[src/prt_pkg.sv]
// shared types and constants for the prescaled reload timer
package prt_pkg;

  localparam int CMD_W    = 3;
  localparam int DATA_W   = 8;
  localparam int CYCLES_W = 12;
  localparam int COUNT_W  = 7;

  // item commands
  typedef enum logic [CMD_W-1:0] {
    CMD_READ_VALUE   = 3'd0,
    CMD_READ_ENABLE  = 3'd1,
    CMD_WRITE_RELOAD = 3'd2,
    CMD_WRITE_ENABLE = 3'd3,
    CMD_ADVANCE      = 3'd4
  } cmd_t;

  // open-bus merge masks
  localparam logic [DATA_W-1:0]  LATCH_TOP_MASK  = 8'h80;
  localparam logic [DATA_W-1:0]  LATCH_HIGH_MASK = 8'hFE;
  localparam logic [COUNT_W-1:0] UNDERFLOW_READ  = 7'h7F;

  // controller states
  typedef enum logic {
    S_IDLE = 1'b0,
    S_EXEC = 1'b1
  } state_t;

  // controller to datapath commands
  typedef struct packed {
    logic capture;
    logic execute;
  } ctl_cmd_t;

endpackage

[src/prt_if.sv]
// item channel interfaces for the timer
interface prt_in_if
  import prt_pkg::*;
();
  logic                valid;
  logic                ready;
  logic [CMD_W-1:0]    cmd;
  logic [DATA_W-1:0]   write_data;
  logic [CYCLES_W-1:0] cycle_count;

  modport source (output valid, cmd, write_data, cycle_count, input ready);
  modport sink (input valid, cmd, write_data, cycle_count, output ready);
endinterface

interface prt_out_if
  import prt_pkg::*;
();
  logic              valid;
  logic              ready;
  logic [DATA_W-1:0] read_data;
  logic              irq_pulse;

  modport source (output valid, read_data, irq_pulse, input ready);
  modport sink (input valid, read_data, irq_pulse, output ready);
endinterface

[src/prt_ctrl.sv]
// handshake and sequencing controller for the timer
module prt_ctrl
  import prt_pkg::*;
(
  input  logic     clk,
  input  logic     rst,
  input  logic     in_valid,
  output logic     in_ready,
  output logic     out_valid,
  input  logic     out_ready,
  output ctl_cmd_t cmd
);

  state_t state, state_next;
  logic   out_free;

  assign out_free = !out_valid || out_ready;

  always_comb begin
    state_next = state;
    unique case (state)
      S_IDLE: if (in_valid) state_next = S_EXEC;
      S_EXEC: if (out_free) state_next = S_IDLE;
      default: state_next = S_IDLE;
    endcase
  end

  always_comb begin
    in_ready    = 1'b0;
    cmd.capture = 1'b0;
    cmd.execute = 1'b0;
    unique case (state)
      S_IDLE: begin
        in_ready    = 1'b1;
        cmd.capture = in_valid;
      end
      S_EXEC: cmd.execute = out_free;
      default: in_ready = 1'b0;
    endcase
  end

  always_ff @(posedge clk) begin
    if (rst) begin
      state     <= S_IDLE;
      out_valid <= 1'b0;
    end else begin
      state <= state_next;
      if (cmd.execute) out_valid <= 1'b1;
      else if (out_ready) out_valid <= 1'b0;
    end
  end

  // the result register is only overwritten once emptied
  a_exec_free: assert property (@(posedge clk) disable iff (rst)
    cmd.execute |-> (!out_valid || out_ready)) else $error("result overwritten");

  // a waiting result is kept until taken
  a_out_hold: assert property (@(posedge clk) disable iff (rst)
    (out_valid && !out_ready) |=> out_valid) else $error("result dropped");

  // an accepted item always moves the controller to the execute state
  a_accept_exec: assert property (@(posedge clk) disable iff (rst)
    (in_valid && in_ready) |=> (state == S_EXEC)) else $error("item lost");

endmodule

[src/prt_datapath.sv]
// timer state, prescaler and bus latch datapath
module prt_datapath
  import prt_pkg::*;
#(
  parameter int unsigned PRESCALE_CYCLES = 3072
) (
  input  logic                clk,
  input  logic                rst,
  input  ctl_cmd_t            cmd,
  input  logic [CMD_W-1:0]    in_cmd,
  input  logic [DATA_W-1:0]   in_data,
  input  logic [CYCLES_W-1:0] in_cycles,
  output logic [DATA_W-1:0]   read_data,
  output logic                irq_pulse
);

  localparam logic [CYCLES_W-1:0] PERIOD = CYCLES_W'(PRESCALE_CYCLES);

  // captured item
  logic [CMD_W-1:0]    cmd_q;
  logic [DATA_W-1:0]   data_q;
  logic [CYCLES_W-1:0] cycles_q;

  // timer state
  logic                run_enable, run_enable_next;
  logic [COUNT_W-1:0]  reload_value, reload_value_next;
  logic [COUNT_W-1:0]  count_value, count_value_next;
  logic                underflow_flag, underflow_flag_next;
  logic [CYCLES_W-1:0] prescale_left, prescale_left_next;
  logic [DATA_W-1:0]   bus_latch, bus_latch_next;
  logic                irq_next;

  logic [CYCLES_W-1:0] rest;

  assign rest = cycles_q - prescale_left;

  always_comb begin
    run_enable_next     = run_enable;
    reload_value_next   = reload_value;
    count_value_next    = count_value;
    underflow_flag_next = underflow_flag;
    prescale_left_next  = prescale_left;
    bus_latch_next      = bus_latch;
    irq_next            = 1'b0;
    unique case (cmd_q)
      CMD_READ_VALUE: begin
        if (underflow_flag) begin
          underflow_flag_next = 1'b0;
          bus_latch_next      = (bus_latch & LATCH_TOP_MASK) | {1'b0, UNDERFLOW_READ};
        end else begin
          bus_latch_next = (bus_latch & LATCH_TOP_MASK) | {1'b0, count_value};
        end
      end
      CMD_READ_ENABLE: begin
        bus_latch_next = (bus_latch & LATCH_HIGH_MASK) | {{(DATA_W-1){1'b0}}, run_enable};
      end
      CMD_WRITE_RELOAD: begin
        bus_latch_next    = data_q;
        reload_value_next = data_q[COUNT_W-1:0];
      end
      CMD_WRITE_ENABLE: begin
        bus_latch_next = data_q;
        if (!run_enable) count_value_next = reload_value;
        run_enable_next = data_q[0];
      end
      CMD_ADVANCE: begin
        if (prescale_left < cycles_q) begin
          // period ran out: restart it from the leftover, one tick
          prescale_left_next = (rest >= PERIOD) ? '0 : PERIOD - rest;
          if (run_enable) begin
            if (count_value == '0) begin
              count_value_next    = reload_value;
              underflow_flag_next = 1'b1;
              irq_next            = 1'b1;
            end else begin
              count_value_next = count_value - COUNT_W'(1);
            end
          end
        end else begin
          prescale_left_next = prescale_left - cycles_q;
        end
      end
      default: bus_latch_next = bus_latch;
    endcase
  end

  always_ff @(posedge clk) begin
    if (rst) begin
      run_enable     <= 1'b0;
      reload_value   <= '0;
      count_value    <= '0;
      underflow_flag <= 1'b0;
      prescale_left  <= PERIOD;
      bus_latch      <= '0;
    end else if (cmd.execute) begin
      run_enable     <= run_enable_next;
      reload_value   <= reload_value_next;
      count_value    <= count_value_next;
      underflow_flag <= underflow_flag_next;
      prescale_left  <= prescale_left_next;
      bus_latch      <= bus_latch_next;
    end
  end

  // item capture and result registers
  always_ff @(posedge clk) begin
    if (cmd.capture) begin
      cmd_q    <= in_cmd;
      data_q   <= in_data;
      cycles_q <= in_cycles;
    end
    if (cmd.execute) begin
      read_data <= bus_latch_next;
      irq_pulse <= irq_next;
    end
  end

endmodule

[src/prescaled_reload_timer_regs_top.sv]
// top level of the prescaled reload timer with open-bus latch
// Each input item is a bus access (read value, read enable, write reload,
// write enable) or a time advance by cycle_count cpu cycles, and each item
// gives exactly one result: the 8-bit bus latch after the access and an
// interrupt pulse flag. An accepted item is first captured, then the
// controller runs the datapath update and loads the result register. A
// result waiting at the output stalls execution of the next item only until
// it is taken, and a new item is accepted only once the last one has been
// executed. The prescaler period is set by PRESCALE_CYCLES (1 to 4095); an
// advance gives at most one tick per item.
module prescaled_reload_timer_regs_top
  import prt_pkg::*;
#(
  parameter int unsigned PRESCALE_CYCLES = 3072
) (
  input logic   clk,
  input logic   rst,
  prt_in_if.sink    in_ch,
  prt_out_if.source out_ch
);

  ctl_cmd_t ctl_cmd;

  // controller: handshakes and sequencing
  prt_ctrl u_ctrl (
    .clk       (clk),
    .rst       (rst),
    .in_valid  (in_ch.valid),
    .in_ready  (in_ch.ready),
    .out_valid (out_ch.valid),
    .out_ready (out_ch.ready),
    .cmd       (ctl_cmd)
  );

  // datapath: timer state, prescaler and latch
  prt_datapath #(
    .PRESCALE_CYCLES (PRESCALE_CYCLES)
  ) u_datapath (
    .clk       (clk),
    .rst       (rst),
    .cmd       (ctl_cmd),
    .in_cmd    (in_ch.cmd),
    .in_data   (in_ch.write_data),
    .in_cycles (in_ch.cycle_count),
    .read_data (out_ch.read_data),
    .irq_pulse (out_ch.irq_pulse)
  );

endmodule

[src/flat_wrapper.sv]
// flat-port wrapper written by rule: the top's interface ports become plain ports
module prescaled_reload_timer_regs_top_flat import prt_pkg::*;
#(
  parameter int unsigned PRESCALE_CYCLES = 3072
)
  (clk, rst, in_ch_valid, in_ch_cmd, in_ch_write_data, in_ch_cycle_count, in_ch_ready, out_ch_valid, out_ch_read_data, out_ch_irq_pulse, out_ch_ready);
  prt_in_if in_ch_i ();
  prt_out_if out_ch_i ();
  input logic clk;
  input logic rst;
  input wire logic [$bits(in_ch_i.valid)-1:0] in_ch_valid;
  input wire logic [$bits(in_ch_i.cmd)-1:0] in_ch_cmd;
  input wire logic [$bits(in_ch_i.write_data)-1:0] in_ch_write_data;
  input wire logic [$bits(in_ch_i.cycle_count)-1:0] in_ch_cycle_count;
  output wire logic [$bits(in_ch_i.ready)-1:0] in_ch_ready;
  output wire logic [$bits(out_ch_i.valid)-1:0] out_ch_valid;
  output wire logic [$bits(out_ch_i.read_data)-1:0] out_ch_read_data;
  output wire logic [$bits(out_ch_i.irq_pulse)-1:0] out_ch_irq_pulse;
  input wire logic [$bits(out_ch_i.ready)-1:0] out_ch_ready;
  assign in_ch_i.valid = in_ch_valid;
  assign in_ch_i.cmd = in_ch_cmd;
  assign in_ch_i.write_data = in_ch_write_data;
  assign in_ch_i.cycle_count = in_ch_cycle_count;
  assign in_ch_ready = in_ch_i.ready;
  assign out_ch_valid = out_ch_i.valid;
  assign out_ch_read_data = out_ch_i.read_data;
  assign out_ch_irq_pulse = out_ch_i.irq_pulse;
  assign out_ch_i.ready = out_ch_ready;
  prescaled_reload_timer_regs_top #(.PRESCALE_CYCLES(PRESCALE_CYCLES)) u_core (.clk(clk), .rst(rst), .in_ch(in_ch_i), .out_ch(out_ch_i));
endmodule
[config.mk]
export PLATFORM = sky130hd
export DESIGN_NAME = prescaled_reload_timer_regs_top_flat
export DESIGN_NICKNAME = d
export VERILOG_FILES = /design/src/prt_pkg.sv /design/src/prt_if.sv /design/src/prt_ctrl.sv /design/src/prt_datapath.sv /design/src/prescaled_reload_timer_regs_top.sv /design/src/flat_wrapper.sv
export SDC_FILE = /design/constraint.sdc
export NUM_CORES = 1
export LEC_CHECK = 0
export BUFFER_PORTS_ARGS = -buffer_cell sky130_fd_sc_hd__buf_2
export CAP_MARGIN = 30
export CORE_ASPECT_RATIO = 1.75
export CORE_UTILIZATION = 60
export CTS_CLUSTER_SIZE = 10
export DETAILED_ROUTE_END_ITERATION = 10
export PLACE_DENSITY = 0.8
export SLEW_MARGIN = 20
export SYNTH_ARGS = -nofsm -noshare
export SYNTH_HDL_FRONTEND = slang
export SYNTH_SLANG_ARGS = --single-unit
[constraint.sdc]
create_clock -name clk -period 4 [get_ports clk]
set_input_delay 0.4 -clock clk [delete_from_list [all_inputs] [get_ports clk]]
set_output_delay 0.4 -clock clk [all_outputs]
set_load 0.05 [all_outputs]
==> results of run 1 <==
-- power by group --
group | leakage [nW] | internal, mW | switching (mW)
clock | 0.134 | 0.433 | 0.287
combinational | 1.09 | 0.114 | 0.224
sequential | 0.615 | 0.790 | 0.0244
total | 1.84 | 1.34 | 0.535
-- layout make-up --
| type | count | area [µm²] | area share, % |
|---|---|---|---|
| Clock buffer | 12 | 246.5 | 5.184 |
| Clock inverter | 4 | 22.52 | 0.4737 |
| Inverter | 37 | 138.9 | 2.921 |
| Multi-Input combinational cell | 349 | 2300 | 48.37 |
| Sequential cell | 70 | 1722 | 36.21 |
| Tap cell | 84 | 105.1 | 2.211 |
| Timing Repair Buffer | 42 | 220.2 | 4.632 |
-- worst reg2reg max path, cell delays in order (launching register included) --
cell and delay, ps:
edfxtp_1 380, inv_1 70, ha_1 170, inv_1 60, fa_1 450, and3_4 190, or3_4 370, a222oi_1 350
buf_4 200, nand3_2 110, or4_1 450, nand4_1 130, a221oi_1 90
-- final timing paths --
kind | endpoint | depth (start not counted) | slack (ps) | startpoint
max | u_core.u_datapath.prescale_left[9] | 12 | 830 | u_core.u_datapath.cycles_q[0]
min | u_core.u_datapath.cycles_q[9] | 1 | 230 | in_ch_cycle_count[9]
max reg2reg | u_core.u_datapath.prescale_left[9] | 12 | 830 | u_core.u_datapath.cycles_q[0]
min reg2reg | u_core.u_datapath.bus_latch[0] | 2 | 470 | u_core.u_datapath.bus_latch[0]
-- stage by stage --
step / worst slack [ps] / cells / power (mW)
6_report: 825.2 / 598 / 1.871
5_1_grt: 711.0 / 598 / 1.940
4_1_cts: 830.0 / 598 / 1.877
3_5_place_dp: 844.5 / 582 / 1.156
3_3_place_gp: 920.9 / 581 / 1.148
2_1_floorplan: 916.4 / 482 / 1.069
-- sequential cells by signal (all words and copies together) (netlist names) --
signal                            count
u_core.u_ctrl.out_valid               1
u_core.u_ctrl.state                   1
u_core.u_datapath.bus_latch           8
u_core.u_datapath.cmd_q               3
u_core.u_datapath.count_value         7
u_core.u_datapath.cycles_q           12
u_core.u_datapath.data_q              8
u_core.u_datapath.irq_pulse           1
u_core.u_datapath.prescale_left      12
u_core.u_datapath.read_data           8
u_core.u_datapath.reload_value        7
u_core.u_datapath.run_enable          1
u_core.u_datapath.underflow_flag      1
-- layer usage --
| layer | up-vias | global-route usage [%] |
|---|---|---|
| li1 | 1805 | - |
| met1 | 1783 | 30.96 |
| met2 | 131 | 56.46 |
| met3 | 42 | 5.800 |
| met4 | 0 | 18.70 |
| met5 | - | 0 |
-- Yosys cell counts (2+ instances only) --
cell type and n:
nor2_1 45, dfxtp_1 38, inv_1 37, a21oi_1 35, edfxtp_1 32, nand2_1 31
nor3_1 28, ha_1 25, clkbuf_1 22, o21ai_0 22, xnor2_1 11, a211oi_1 9
mux2i_1 9, a21o_1 8, a31oi_1 8, nand2b_1 8, o211ai_1 8, o31ai_1 8
nor2b_1 7, o21ai_1 6, or3_1 6, xor2_1 6, nand3_1 5, nand4_1 5
nor4_1 5, a311oi_1 4, o21a_1 4, a211o_1 3, a221oi_1 3, and2_1 3
nand3b_1 3, a22oi_1 2, and3_1 2, buf_1 2, fa_1 2, o311a_1 2
or3b_1 2
-- cells by family after synthesis --
group           share of synthesized area (%)
compound gates                          21.13
mux                                     2.641
buf+inv                                 5.751
fa+ha+maj                               8.275
simple gates                            18.34
flops                                   40.38
xor+xnor                                3.492
==> results.sh, run 1 <==
export IMPL_peakVddDrop_mv=0.3656
export IMPL_num_rows=40
export IMPL_syn_nets=536
export IMPL_post_route_min_period_ps=3175
export IMPL_clock_skew_ps=8.403
export IMPL_finalSetupViolations=0
export IMPL_drv_slew=0
export IMPL_place_area_mm2=0.004486
export IMPL_stdcell_area_mm2=0.004755
export IMPL_start_util_pct=62.19
export IMPL_endpoint_kind="flip-flop"
export IMPL_grt_max_degree=43
export IMPL_yosys_register_bits=70
export IMPL_avgSynthCellArea_um2=8.847
export IMPL_routed_wl_um=10620
export IMPL_yosysWarnings=0
export IMPL_wl_met3_um=526
export IMPL_ant_nets=0
export IMPL_yosysUniqueCellTypes=63
export IMPL_synth_top_cell_by_area="edfxtp_1"
export IMPL_nFillCells=532
export IMPL_ys_top_cells_by_area="edfxtp_1 (23%), dfxtp_1 (18%), ha_1 (7.3%), a21oi_1 (4.1%), nor2_1 (4.0%)"
export IMPL_fin_util_pct=69.34
export IMPL_hold_buffers=0
export IMPL_cts_buffers_inserted=9
export IMPL_drt_wirelength_per_cell_um=17.75
export IMPL_grt_setup_unrepaired="false"
export IMPL_post_cts_repair_setup_buffers=0
export IMPL_min_path_type="in -> reg"
export IMPL_drt_met1_wl_um=3787
export IMPL_critical_path_cell_chain="inv_1 -> ha_1 -> inv_1 -> fa_1 -> and3_4 -> or3_4 -> a222oi_1 -> buf_4 -> nand3_2 -> or4_1 -> nand4_1 -> a221oi_1"
export IMPL_leakagePower_nw=1.841
export IMPL_clkLatencyLatePin_ps=340
export IMPL_critPathMaxStageDelay_ps=450
export IMPL_syn_inst=482
export IMPL_overflow=0
export IMPL_outcome="finished, final reports clean"
export IMPL_crit_family="simple AND/OR/NAND/NOR gates"
export IMPL_path_max_fanout=5
export IMPL_critical_path_class="reg -> reg"
export IMPL_final_setup_tns_ps=0
export IMPL_grt_pass1_wl_um=17270
export IMPL_htree_levels=3
export IMPL_die_area_mm2=0.007461
export IMPL_seq_area_frac_synth_pct=40.38
export IMPL_drt_iter0_drc=341
export IMPL_crit_buf_inv=3
export IMPL_dpl_hpwl_um=7698
export IMPL_cp_arrival_ps=3360
export IMPL_place_congestion=0.9853
export IMPL_max_freq_mhz=315.0
export IMPL_die_h_um=113.5
export IMPL_path_clk_slew_ps=60
export IMPL_vias=3761
export IMPL_synth_edf_count=32
export IMPL_p_per_area_mw_per_mm2=393.5
export IMPL_fin_nets=563
export IMPL_cts_resized=0
export IMPL_cts_tree="yes"
export IMPL_synth_top_area_share_pct=22.54
export IMPL_final_common_cell="nor2_1"
export IMPL_layout_drive_gt1_share_pct=12.06
export IMPL_fin_crit_sh_pct=79.37
export IMPL_synthesis_area_mm2=0.004264
export IMPL_crit_path_start_kind="flip-flop"
export IMPL_vias_per_cell=6.289
export IMPL_holdWs_ps=230.4
export IMPL_highest_layer="met4"
export IMPL_antenna_found_initial=0
export IMPL_diodes=0
export IMPL_synthArstFlopShare_pct=0
export IMPL_drc=0
export IMPL_critPathSlowestCell="fa_1"
export IMPL_met2_length_um=5847
export IMPL_die_x_um=65.73
export IMPL_io_pins=38
export IMPL_worstPathRequired_ps=4180
export IMPL_clock_sinks=70
export IMPL_cts_buffer_depth=2
export IMPL_grt_pass1_vias=3728
export IMPL_areaGrowthSynthToFinish_pct=11.50
export IMPL_dr_pass1_iters=5
export IMPL_synthFlopType="dfxtp_1"
export IMPL_root_buffer="clkbuf_16"
export IMPL_hold_viol_final=0
export IMPL_worst_pin_slew_ps=803.4
export IMPL_core_area_mm2=0.006857
export IMPL_numPortBuffers=37
export IMPL_cap_viol_max_count=0
export IMPL_cp_common_cell="inv_1"
export IMPL_relSlewSlack_pct=46.44
export IMPL_grt_usage_pct=30.89
export IMPL_most_common_layout_cells="nor2_1 (45), buf_2 (38), dfxtp_1 (38)"
Note: power is estimated with default switching activity, not from simulation.
==> run 2, diff against run 1 <==
==> constraint.sdc (replaced) <==
create_clock -name clk -period 3.1 [get_ports clk]
set_input_delay 0.31 -clock clk [delete_from_list [all_inputs] [get_ports clk]]
set_output_delay 0.31 -clock clk [all_outputs]
set_load 0.05 [all_outputs]
==> run 2 against run 1 <==
Compared with the run above:
- power rose by 44%
- sequential power rose by 29%
- final area rose by 4.4%
- clock skew fell by 1.8 ps
- critical path type unchanged
- critical endpoint is now u_core.u_datapath.prescale_left[11]
==> results.sh, run 2 (synthesis gave the netlist of run 1 again) <==
export IMPL_p_per_area_mw_per_mm2=544.6
export IMPL_clock_sinks=70
export IMPL_cts_buffer_depth=2
export IMPL_finalSetupViolations=0
export IMPL_grt_usage_pct=31.57
export IMPL_overflow=0
export IMPL_top_regs="u_core.u_datapath.cycles_q: 12 flops, u_core.u_datapath.prescale_left: 12 flops"
export IMPL_max_freq_mhz=336.5
export IMPL_clock_skew_ps=6.594
export IMPL_stdcell_count=608
export IMPL_vias_per_cell=6.336
export IMPL_drt_wirelength_per_cell_um=18.32
export IMPL_rrSetupSlack_ps=130
export IMPL_io_pins=38
export IMPL_die_h_um=113.5
export IMPL_cts_buffers_inserted=9
export IMPL_place_inst=591
export IMPL_outcome="finished, final reports clean"
export IMPL_final_common_cell="nor2_1"
export IMPL_areaGrowthSynthToFinish_pct=16.40
export IMPL_die_x_um=65.73
export IMPL_fin_util_pct=72.39
export IMPL_post_route_min_period_ps=2972
export IMPL_worst_pin_slew_ps=832.1
export IMPL_hold_buffers=0
export IMPL_diodes=0
export IMPL_drt_iter0_drc=301
export IMPL_peakVddDrop_mv=0.5700
export IMPL_min_path_type="in -> reg"
export IMPL_cts_tree="yes"
export IMPL_final_setup_tns_ps=0
export IMPL_r2r_end="u_core.u_datapath.prescale_left[11]"
export IMPL_place_congestion=0.9359
export IMPL_worstPathRequired_ps=3380
export IMPL_grt_pass1_vias=3824
export IMPL_cp_arrival_ps=3250
export IMPL_place_area_mm2=0.004556
export IMPL_critical_path_class="reg -> reg"
export IMPL_drc=0
export IMPL_routed_wl_um=11140
export IMPL_clkLatencyLatePin_ps=340
export IMPL_core_area_mm2=0.006857
export IMPL_fin_crit_sh_pct=95.88
export IMPL_path_max_fanout=4
export IMPL_grt_setup_unrepaired="false"
export IMPL_r2r_start="u_core.u_datapath.cycles_q[0]"
export IMPL_start_util_pct=62.19
export IMPL_relSlewSlack_pct=44.53
export IMPL_most_common_layout_cells="nor2_1 (45), dfxtp_1 (38), inv_1 (37), buf_2 (37)"
export IMPL_endpoint_kind="flip-flop"
export IMPL_cap_viol_max_count=0
export IMPL_nFillCells=498
export IMPL_path_clk_slew_ps=60
export IMPL_hold_viol_final=0
export IMPL_crit_path_start_kind="flip-flop"
export IMPL_htree_levels=3
export IMPL_crit_path_end="u_core.u_datapath.prescale_left[11]"
export IMPL_grt_max_degree=43
export IMPL_ff2ff_path_depth=12
export IMPL_ant_nets=0
export IMPL_numPortBuffers=37
export IMPL_antenna_found_initial=0
export IMPL_dpl_hpwl_um=7782
export IMPL_drv_slew=0
export IMPL_grt_pass1_wl_um=17470
export IMPL_die_area_mm2=0.007461
export IMPL_num_rows=40
export IMPL_vias=3852
export IMPL_stdcell_area_mm2=0.004964
export IMPL_fin_nets=573
export IMPL_leakagePower_nw=1.924
export IMPL_layout_drive_gt1_share_pct=16.22
export IMPL_root_buffer="clkbuf_16"
export IMPL_dr_pass1_iters=5
export IMPL_setup_worst_path_start="u_core.u_datapath.cycles_q[0]"
run 2: changes by cell type in the layout (fill, tap and decap cells not counted), sizes merged:
| cell | change |
|---|---|
| buf | +10 |
| bufinv | +3 |
| clkbuf | -3 |
| clkinv | -1 |
| inv | +1 |
run 2: layout make-up:
| cell class | instances | area (µm²) | share of cell area, % |
|---|---|---|---|
| Clock buffer | 9 | 225.2 | 4.537 |
| Clock inverter | 7 | 121.4 | 2.445 |
| Inverter | 37 | 138.9 | 2.798 |
| Multi-Input combinational cell | 349 | 2354 | 47.42 |
| Sequential cell | 70 | 1722 | 34.69 |
| Tap cell | 84 | 105.1 | 2.117 |
| Timing Repair Buffer | 52 | 297.8 | 6.000 |
run 2: worst min path at each step:
stage / endpoint / cells after the start / slack (ps) / from
6_report: u_core.u_datapath.cycles_q[1] / 1 / 140 / in_ch_cycle_count[1]
2_1_floorplan: u_core.u_datapath.cmd_q[0] / 0 / 410 / in_ch_cmd[0]
3_5_place_dp: u_core.u_datapath.bus_latch[0] / 2 / 470 / u_core.u_datapath.bus_latch[0]
5_1_grt: u_core.u_datapath.cycles_q[6] / 1 / 140 / in_ch_cycle_count[6]
4_1_cts: u_core.u_datapath.cycles_q[1] / 1 / 140 / in_ch_cycle_count[1]
3_3_place_gp: u_core.u_datapath.bus_latch[0] / 2 / 440 / u_core.u_datapath.bus_latch[0]
run 2: critical path, cell delays in order, from the launching register on:
cell	delay (ps)
edfxtp_1	390
inv_1	80
ha_2	180
inv_1	60
fa_2	340
and3_4	160
or3_4	370
a222oi_1	320
buf_4	200
nand3_4	80
or4_4	440
a21oi_2	150
a211o_1	150
run 2: layer usage:
layer,vias up,GRT usage (%),share of wire [%]
met4,0,22.32,4.8
met3,47,5.500,4.3
li1,1824,-,-
met1,1829,31.02,35
met2,152,57.14,56
met5,-,0,0
run 2: power breakdown:
group	total, mW	internal [mW]	switching [mW]
combinational	0.467	0.162	0.305
clock	1.19	0.789	0.401
sequential	1.05	1.02	0.0278
total	2.70	1.97	0.735
run 2: stage by stage:
stage | hold slack, ps | power, mW | worst slack, ps
final | 142.2 | 2.703 | 127.8
after global routing | 135.9 | 2.791 | 4.359
after CTS | 138.1 | 2.695 | 71.45
after detailed placement | 471.6 | 1.507 | 99.91
after global placement | 444.1 | 1.495 | 140.2
after floorplan | 408.9 | 1.380 | 16.36
run 2: what timing repair did:
action	CTS	global route
setup endpoints to repair	0	9
gates resized for setup	0	11
setup buffers	0	1
